$ cat src/sv/pidl_pkg.sv
// Shared types and constants for the positional insert/delete list.
`default_nettype none

package pidl_pkg;

  localparam int CMD_BITS      = 2;
  localparam int POS_BITS      = 6;
  localparam int VALUE_BITS    = 32;
  localparam int STATUS_BITS   = 2;
  localparam int INDEX_BITS    = 5;
  localparam int DEPTH_DEF     = 32;
  localparam int WORD_BITS_DEF = 32;

  typedef enum logic [CMD_BITS-1:0] {
    CMD_INSERT = 2'd0,
    CMD_DELETE = 2'd1,
    CMD_DUMP   = 2'd2,
    CMD_UNUSED = 2'd3
  } cmd_t;

  typedef enum logic [STATUS_BITS-1:0] {
    ST_OK     = 2'd0,
    ST_BADPOS = 2'd1,
    ST_EMPTY  = 2'd2,
    ST_FULL   = 2'd3
  } status_t;

  typedef enum logic [3:0] {
    S_IDLE,
    S_INS_RD,
    S_INS_WR,
    S_INS_PUT,
    S_DEL_RD,
    S_DEL_WR,
    S_DUMP_RD,
    S_DUMP_OUT,
    S_STATUS
  } state_t;

endpackage

`default_nettype wire

$ cat src/sv/positional_insert_delete_list.sv
// Top level: bounded ordered list in a synchronous memory with insert, delete and dump.
//
//  channel | direction | ports                                          | handshake
//  --------+-----------+------------------------------------------------+-----------------
//  in      | input     | in_command, in_position, in_value              | in_valid/in_stall
//  out     | output    | out_status, out_element_index,                 | out_valid/out_stall
//          |           | out_element_value, out_last                    |
//
// One item at a time. Insert and delete shift the entries from the position
// to the tail: each shifted entry costs one memory read and one write-back
// through the store. A dump reads each element into the read register and
// then presents it. Reset clears count and control; the memory is not
// cleared. A stalled result holds in the output register while the next
// item is already accepted and worked on.
`default_nettype none

module positional_insert_delete_list #(
  parameter int DEPTH     = pidl_pkg::DEPTH_DEF,
  parameter int WORD_BITS = pidl_pkg::WORD_BITS_DEF
) (
  input  wire                                  clk,
  input  wire                                  rst_n,
  input  wire                                  in_valid,
  output logic                                 in_stall,
  input  wire  [pidl_pkg::CMD_BITS-1:0]        in_command,
  input  wire  [pidl_pkg::POS_BITS-1:0]        in_position,
  input  wire  signed [pidl_pkg::VALUE_BITS-1:0] in_value,
  output logic                                 out_valid,
  input  wire                                  out_stall,
  output logic [pidl_pkg::STATUS_BITS-1:0]     out_status,
  output logic [pidl_pkg::INDEX_BITS-1:0]      out_element_index,
  output logic signed [pidl_pkg::VALUE_BITS-1:0] out_element_value,
  output logic                                 out_last
);
  import pidl_pkg::*;

  localparam int AW   = $clog2(DEPTH);
  localparam int CW   = $clog2(DEPTH + 1);
  localparam int CMPW = (CW > POS_BITS) ? CW : POS_BITS;

  logic signed [WORD_BITS-1:0] elem_mem [DEPTH];

  state_t                        state_r, state_nxt;
  logic [CW-1:0]                 count_r, count_nxt;
  logic [AW-1:0]                 idx_r, idx_nxt;
  logic [POS_BITS-1:0]           pos_r, pos_nxt;
  logic signed [VALUE_BITS-1:0]  val_r, val_nxt;
  status_t                       status_r, status_nxt;

  logic                          out_valid_r, out_valid_nxt;
  logic [STATUS_BITS-1:0]        out_status_r, out_status_nxt;
  logic [INDEX_BITS-1:0]         out_index_r, out_index_nxt;
  logic signed [VALUE_BITS-1:0]  out_value_r, out_value_nxt;
  logic                          out_last_r, out_last_nxt;

  logic                          rd_en, wr_en;
  logic [AW-1:0]                 rd_addr, wr_addr;
  logic signed [WORD_BITS-1:0]   wr_data;
  logic signed [WORD_BITS-1:0]   rd_data_r;

  logic                          out_free;
  logic [CMPW-1:0]               cnt_x, pos_x, in_pos_x, idx_x;
  logic                          last_elem;

  assign out_free  = !out_valid_r || !out_stall;
  assign cnt_x     = CMPW'(count_r);
  assign pos_x     = CMPW'(pos_r);
  assign in_pos_x  = CMPW'(in_position);
  assign idx_x     = CMPW'(idx_r);
  assign last_elem = (idx_x + CMPW'(1)) == cnt_x;

  assign in_stall          = (state_r != S_IDLE);
  assign out_valid         = out_valid_r;
  assign out_status        = out_status_r;
  assign out_element_index = out_index_r;
  assign out_element_value = out_value_r;
  assign out_last          = out_last_r;

  always_ff @(posedge clk) begin
    if (wr_en) begin
      elem_mem[wr_addr] <= wr_data;
    end
    if (rd_en) begin
      rd_data_r <= elem_mem[rd_addr];
    end
  end

  always_ff @(posedge clk) begin
    if (!rst_n) begin
      state_r     <= S_IDLE;
      count_r     <= '0;
      out_valid_r <= 1'b0;
    end else begin
      state_r     <= state_nxt;
      count_r     <= count_nxt;
      out_valid_r <= out_valid_nxt;
    end
  end

  always_ff @(posedge clk) begin
    idx_r        <= idx_nxt;
    pos_r        <= pos_nxt;
    val_r        <= val_nxt;
    status_r     <= status_nxt;
    out_status_r <= out_status_nxt;
    out_index_r  <= out_index_nxt;
    out_value_r  <= out_value_nxt;
    out_last_r   <= out_last_nxt;
  end

  always_comb begin
    state_nxt      = state_r;
    count_nxt      = count_r;
    idx_nxt        = idx_r;
    pos_nxt        = pos_r;
    val_nxt        = val_r;
    status_nxt     = status_r;
    out_valid_nxt  = out_valid_r && out_stall;
    out_status_nxt = out_status_r;
    out_index_nxt  = out_index_r;
    out_value_nxt  = out_value_r;
    out_last_nxt   = out_last_r;
    rd_en          = 1'b0;
    rd_addr        = idx_r;
    wr_en          = 1'b0;
    wr_addr        = idx_r;
    wr_data        = rd_data_r;

    unique case (state_r)
      S_IDLE: begin
        if (in_valid) begin
          pos_nxt   = in_position;
          val_nxt   = in_value;
          state_nxt = S_STATUS;
          unique case (cmd_t'(in_command))
            CMD_INSERT: begin
              if (in_pos_x > cnt_x) begin
                status_nxt = ST_BADPOS;
              end else if (count_r == CW'(DEPTH)) begin
                status_nxt = ST_FULL;
              end else begin
                idx_nxt   = AW'(count_r);
                state_nxt = (cnt_x > in_pos_x) ? S_INS_RD : S_INS_PUT;
              end
            end
            CMD_DELETE: begin
              if (count_r == '0) begin
                status_nxt = ST_EMPTY;
              end else if (in_pos_x >= cnt_x) begin
                status_nxt = ST_BADPOS;
              end else if ((in_pos_x + CMPW'(1)) < cnt_x) begin
                idx_nxt   = AW'(in_position);
                state_nxt = S_DEL_RD;
              end else begin
                // deleting the tail entry: nothing to shift
                count_nxt  = count_r - CW'(1);
                status_nxt = ST_OK;
              end
            end
            CMD_DUMP: begin
              if (count_r == '0) begin
                status_nxt = ST_EMPTY;
              end else begin
                idx_nxt   = '0;
                state_nxt = S_DUMP_RD;
              end
            end
            default: begin
              status_nxt = ST_BADPOS;
            end
          endcase
        end
      end

      S_INS_RD: begin
        rd_en     = 1'b1;
        rd_addr   = idx_r - AW'(1);
        state_nxt = S_INS_WR;
      end

      S_INS_WR: begin
        wr_en   = 1'b1;
        wr_addr = idx_r;
        idx_nxt = idx_r - AW'(1);
        state_nxt = ((idx_x - CMPW'(1)) > pos_x) ? S_INS_RD : S_INS_PUT;
      end

      S_INS_PUT: begin
        wr_en      = 1'b1;
        wr_addr    = AW'(pos_r);
        wr_data    = WORD_BITS'(val_r);
        count_nxt  = count_r + CW'(1);
        status_nxt = ST_OK;
        state_nxt  = S_STATUS;
      end

      S_DEL_RD: begin
        rd_en     = 1'b1;
        rd_addr   = idx_r + AW'(1);
        state_nxt = S_DEL_WR;
      end

      S_DEL_WR: begin
        wr_en   = 1'b1;
        wr_addr = idx_r;
        idx_nxt = idx_r + AW'(1);
        if ((idx_x + CMPW'(2)) < cnt_x) begin
          state_nxt = S_DEL_RD;
        end else begin
          count_nxt  = count_r - CW'(1);
          status_nxt = ST_OK;
          state_nxt  = S_STATUS;
        end
      end

      S_DUMP_RD: begin
        rd_en     = 1'b1;
        rd_addr   = idx_r;
        state_nxt = S_DUMP_OUT;
      end

      S_DUMP_OUT: begin
        // read data holds in rd_data_r until the output register frees up
        if (out_free) begin
          out_valid_nxt  = 1'b1;
          out_status_nxt = ST_OK;
          out_index_nxt  = INDEX_BITS'(idx_r);
          out_value_nxt  = VALUE_BITS'(rd_data_r);
          out_last_nxt   = last_elem;
          if (last_elem) begin
            state_nxt = S_IDLE;
          end else begin
            idx_nxt   = idx_r + AW'(1);
            state_nxt = S_DUMP_RD;
          end
        end
      end

      S_STATUS: begin
        if (out_free) begin
          out_valid_nxt  = 1'b1;
          out_status_nxt = status_r;
          out_index_nxt  = '0;
          out_value_nxt  = '0;
          out_last_nxt   = 1'b1;
          state_nxt      = S_IDLE;
        end
      end

      default: begin
        state_nxt = S_IDLE;
      end
    endcase
  end

endmodule

`default_nettype wire
$ cat config.mk
export PLATFORM = sky130hd
export DESIGN_NAME = positional_insert_delete_list
export DESIGN_NICKNAME = d
export VERILOG_FILES = /design/src/sv/pidl_pkg.sv /design/src/sv/positional_insert_delete_list.sv
export SDC_FILE = /design/constraint.sdc
export NUM_CORES = 1
export LEC_CHECK = 0
export BUFFER_PORTS_ARGS = -buffer_cell sky130_fd_sc_hd__buf_2
export CAP_MARGIN = 20
export CORE_ASPECT_RATIO = 0.5
export CORE_MARGIN = 8
export CORE_UTILIZATION = 50
export CTS_BUF_LIST = sky130_fd_sc_hd__clkbuf_4 sky130_fd_sc_hd__clkbuf_8 sky130_fd_sc_hd__clkbuf_16
export CTS_CLUSTER_SIZE = 25
export DETAILED_ROUTE_END_ITERATION = 6
export PLACE_DENSITY = 0.72
export SLEW_MARGIN = 20
export SYNTH_ARGS = -nofsm -noshare
export SYNTH_HDL_FRONTEND = slang
export SYNTH_SLANG_ARGS = --single-unit
export TNS_END_PERCENT = 5
$ cat constraint.sdc
create_clock -name clk -period 3.7 [get_ports clk]
set_input_delay 0.555 -clock clk [delete_from_list [all_inputs] [get_ports clk]]
set_output_delay 0.555 -clock clk [all_outputs]
set_load 0.02 [all_outputs]
==> results by group <==
Logic synthesis
  • Synth async-reset ratio: 0%
  • Mapped Area: 48200 µm²
  • Ys flop type: edfxtp_1
  • Avg Inst Size Synth: ~15 µm²
  • Post-synth EDFFs: 1141
  • Flops & latches, synth: 1152
  • Share of the synthesized area in the top cell type: 71.1%
  • Post-synthesis sequential area ratio: 71.5%
  • Netlist cell types: 70
  • Syn_nets: 3377
  • Synth area leaders: edfxtp_1 71%, mux2i_1 5.5%, nand2_1 5.2%, a21oi_1 1.9%, mux4_2 1.4%
  • Post-synth top area cell: edfxtp_1
  • Post-Synthesis Cells: 3294
  • Ys Warns: 0

Hold path
  • Worst min-delay path endpoint: val_r[7]
  • Hold depth: 1
  • HP Start: in_value[7]
  • Hold Crit Class: in -> reg

Pwr
  • Power Dens Cells: 492 nW/µm²
  • Leak: 18.8 nW
  • VDD IR max: roughly 380 µV
  • P_int: 21.0 mW
  • Clock power share: approximately 40%
  • Combinational power share: 7.4%
  • Net Sw Frac: 22.4%
  • Sw Pwr: 6.05 mW
  • Pwr Total: 27.1 mW
  • Sequential power share: 53.0%

Finish
  • Fillers: 7090
  • Reg area: 34500 µm²
  • Post-route insts no fill: approximately 4800
  • Fin area: approximately 55000 µm²
  • P&R area growth vs syn: 14.0%
  • Commonest non-fill, non-tap cell in the layout: edfxtp_1
  • NumNets Final: 3503
  • Area of the multi-input gates: between 10000 and 15000 µm²
  • Most frequent cells in the layout: 1141 x edfxtp_1, 673 x nand2_1, 264 x mux2i_1, 184 x a21oi_1, 101 x clkbuf_16
  • Final Util: a little under three fifths
  • Layout cell share with drive strength beyond 1: 14.2%

Worst setup path
  • CP Capture Type: flop
  • CP bufs+invs: 3
  • WS Path Type: reg -> reg
  • CP cell instances: inv_1 > ha_1 > nor2_1 > a22oi_1 > o21ai_4 > buf_12 > buf_12 > mux2i_1 > a221o_1 > a311oi_1 > o41a_1
  • RR Startpoint: idx_r[1]
  • Critical path peak fanout: 34
  • Worst EP arrival: 4.15 ns
  • Most common cell on crit path: buf_12
  • Cell family with most CP delay: compound AO/OA/AOI/OAI gates
  • Req. time, crit path: 4.25 ns
  • Startpoint types: flop
  • Critical R2R Capture: rd_data_r[22]
  • CP max-delay cell: a311oi_1
  • CP peak stage delay: 0.51 ns
  • R2R setup slack: a little over 0.1 ns
  • Worst r2r path cells: 11

STA
  • Final slew viol count: 0
  • Final worst slack: just over 0.1 ns
  • Worst slew pin tran: 0.923 ns
  • Final hold slack: 0.0403 ns
  • Tcrit/Tclk final: 97.2%
  • Final setup TNS: 0 ns
  • Max transition margin: 38.2%
  • Final setup vio count: 0
  • Final Critical Period: 3.60 ns
  • Final Hold Viols: 0
  • RSZ-0062 raised after global routing: false
  • Worst Clk Skew: 0.0358 ns
  • Max Freq: 278 MHz

Placed design
  • DP Worst Slack: 0.135 ns
  • Cells after DPL: 4568
  • Placed wire-length estimate: between 70 and 80 mm
  • Gpl congestion: 0.860
  • PortBufs: 85
  • Placed inst area: 51400 µm²

Drt
  • WL final: 126 mm
  • Antenna-violating nets left: 0
  • Routed WL per cell: between 20 and 30 µm
  • Starting DRT DRC Count: 3841
  • DR vias/cell: between 6 and 7
  • DRT Pass-1 Iters: 6
  • Vias post-DR: between 20000 and 30000
  • Drt drc: 0

Global routing
  • Initial antenna violation count: 0
  • Gr usage total: 22.7%
  • Largest net degree at the start of global routing: 152
  • First-pass GRT wire length: 186 mm
  • Congestion Overflow GR: 0
  • Vias in the first global route: 29212

Die
  • Die ar.: 107000 µm²
  • Die X: 455 µm
  • Core footprint: 95500 µm²
  • Die H: 236 µm
  • I/O pins: 86
  • Row count: 80
  • Initial Util: between 50% and 60%

Clock tree
  • Total clock sinks: 1152
  • Post-CTS setup buffers: 0
  • # H-tree levels: 3
  • Root buffer cell: clkbuf_16
  • Worst-path clk slew: approximately 0.070 ns
  • Clock insertion delay at the later pin of the skew report: between 0.7 and 0.8 ns
  • Worst-case clock buffer depth: 3
  • CTS tree: done
  • CTS buffer count: 100
  • CTS resizes: 0

Outcome
  • Outcome: finished, final reports clean

Flow run
  • Max Cap Viol: 0
[how the worst max path moves through the flow]
stage | from | cells after the start | end | slack, ns
2_1_floorplan | idx_r[0] | 16 | rd_data_r[30] | 0.10
3_3_place_gp | idx_r[1] | 11 | rd_data_r[22] | 0.26
3_5_place_dp | idx_r[1] | 11 | rd_data_r[29] | 0.13
4_1_cts | idx_r[1] | 11 | rd_data_r[29] | 0.11
5_1_grt | idx_r[1] | 11 | rd_data_r[22] | 0.01
6_report | idx_r[1] | 11 | rd_data_r[22] | 0.10
[power by group through the flow]
stage               clock, mW  combinational [mW]  sequential (mW)
floorplan                   0                1.24             14.6
CTS                      10.8                1.99             14.3
detailed placement          0                1.96             14.6
finish                   10.7                2.00             14.3
global route             11.3                2.12             14.3
global placement            0                1.91             14.6
[per-layer routing]
metal / up-vias / global-route usage, % / part of all wire [%]
met5: - / 0 / 0
met4: 0 / 7.75 / 3.8
li1: 12924 / - / -
met3: 275 / 3.55 / 9.0
met2: 1659 / 36.2 / 47
met1: 15018 / 32.0 / 41
[layout make-up]
type	instances	area share [%]
repair buffers	239	4.38
multi-input cells	1900	23.7
inverters	27	0.189
clock inverters	63	1.25
flip-flops and latches	1152	62.7
diodes	1	0.00455
clock buffers	121	4.87
well taps	1271	2.89
[synth_stat cells, drive strengths merged, types with 11 or more instances]
cell type,instances
edfxtp,1141
nand2,674
mux2i,264
a21oi,184
clkbuf,141
buf,74
nor3,74
a311oi,72
and3,68
a221o,64
a311o,62
nor2,62
nor2b,42
ha,38
mux2,34
a32oi,31
mux4,31
o41a,31
inv,26
o21ai,23
nand3,20
xnor2,16
nand2b,12
a21o,11
dfxtp,11
[repair_timing]
item | in CTS | in global routing
setup endpoints to repair | 0 | 0
hold endpoints to repair | 21 | 0
hold buffers | 21 | 0
[registers in the layout, summed over array words and instances, names as in the netlist]
name / count
state_r: 4
out_status: 2
out_last: 1
status_r: 2
elem_mem: 1024
pos_r: 6
out_valid: 1
idx_r: 5
out_element_index: 5
rd_data_r: 32
cnt_x: 6
val_r: 32
out_element_value: 32
[cell families (layout without fill, tap and decap cells)]
family	Yosys count	after routing	synth area share, %
AO/OA/AOI/OAI	535	535	8.48
XOR/XNOR	26	26	0.519
adder cells (fa/ha/maj)	39	39	1.03
buffers and inverters	242	450	2.16
flip-flops	1152	1152	71.5
multiplexers	329	329	7.72
other	0	1	0
AND/OR/NAND/NOR	971	971	8.58
Power figures use the tool's default switching activity.
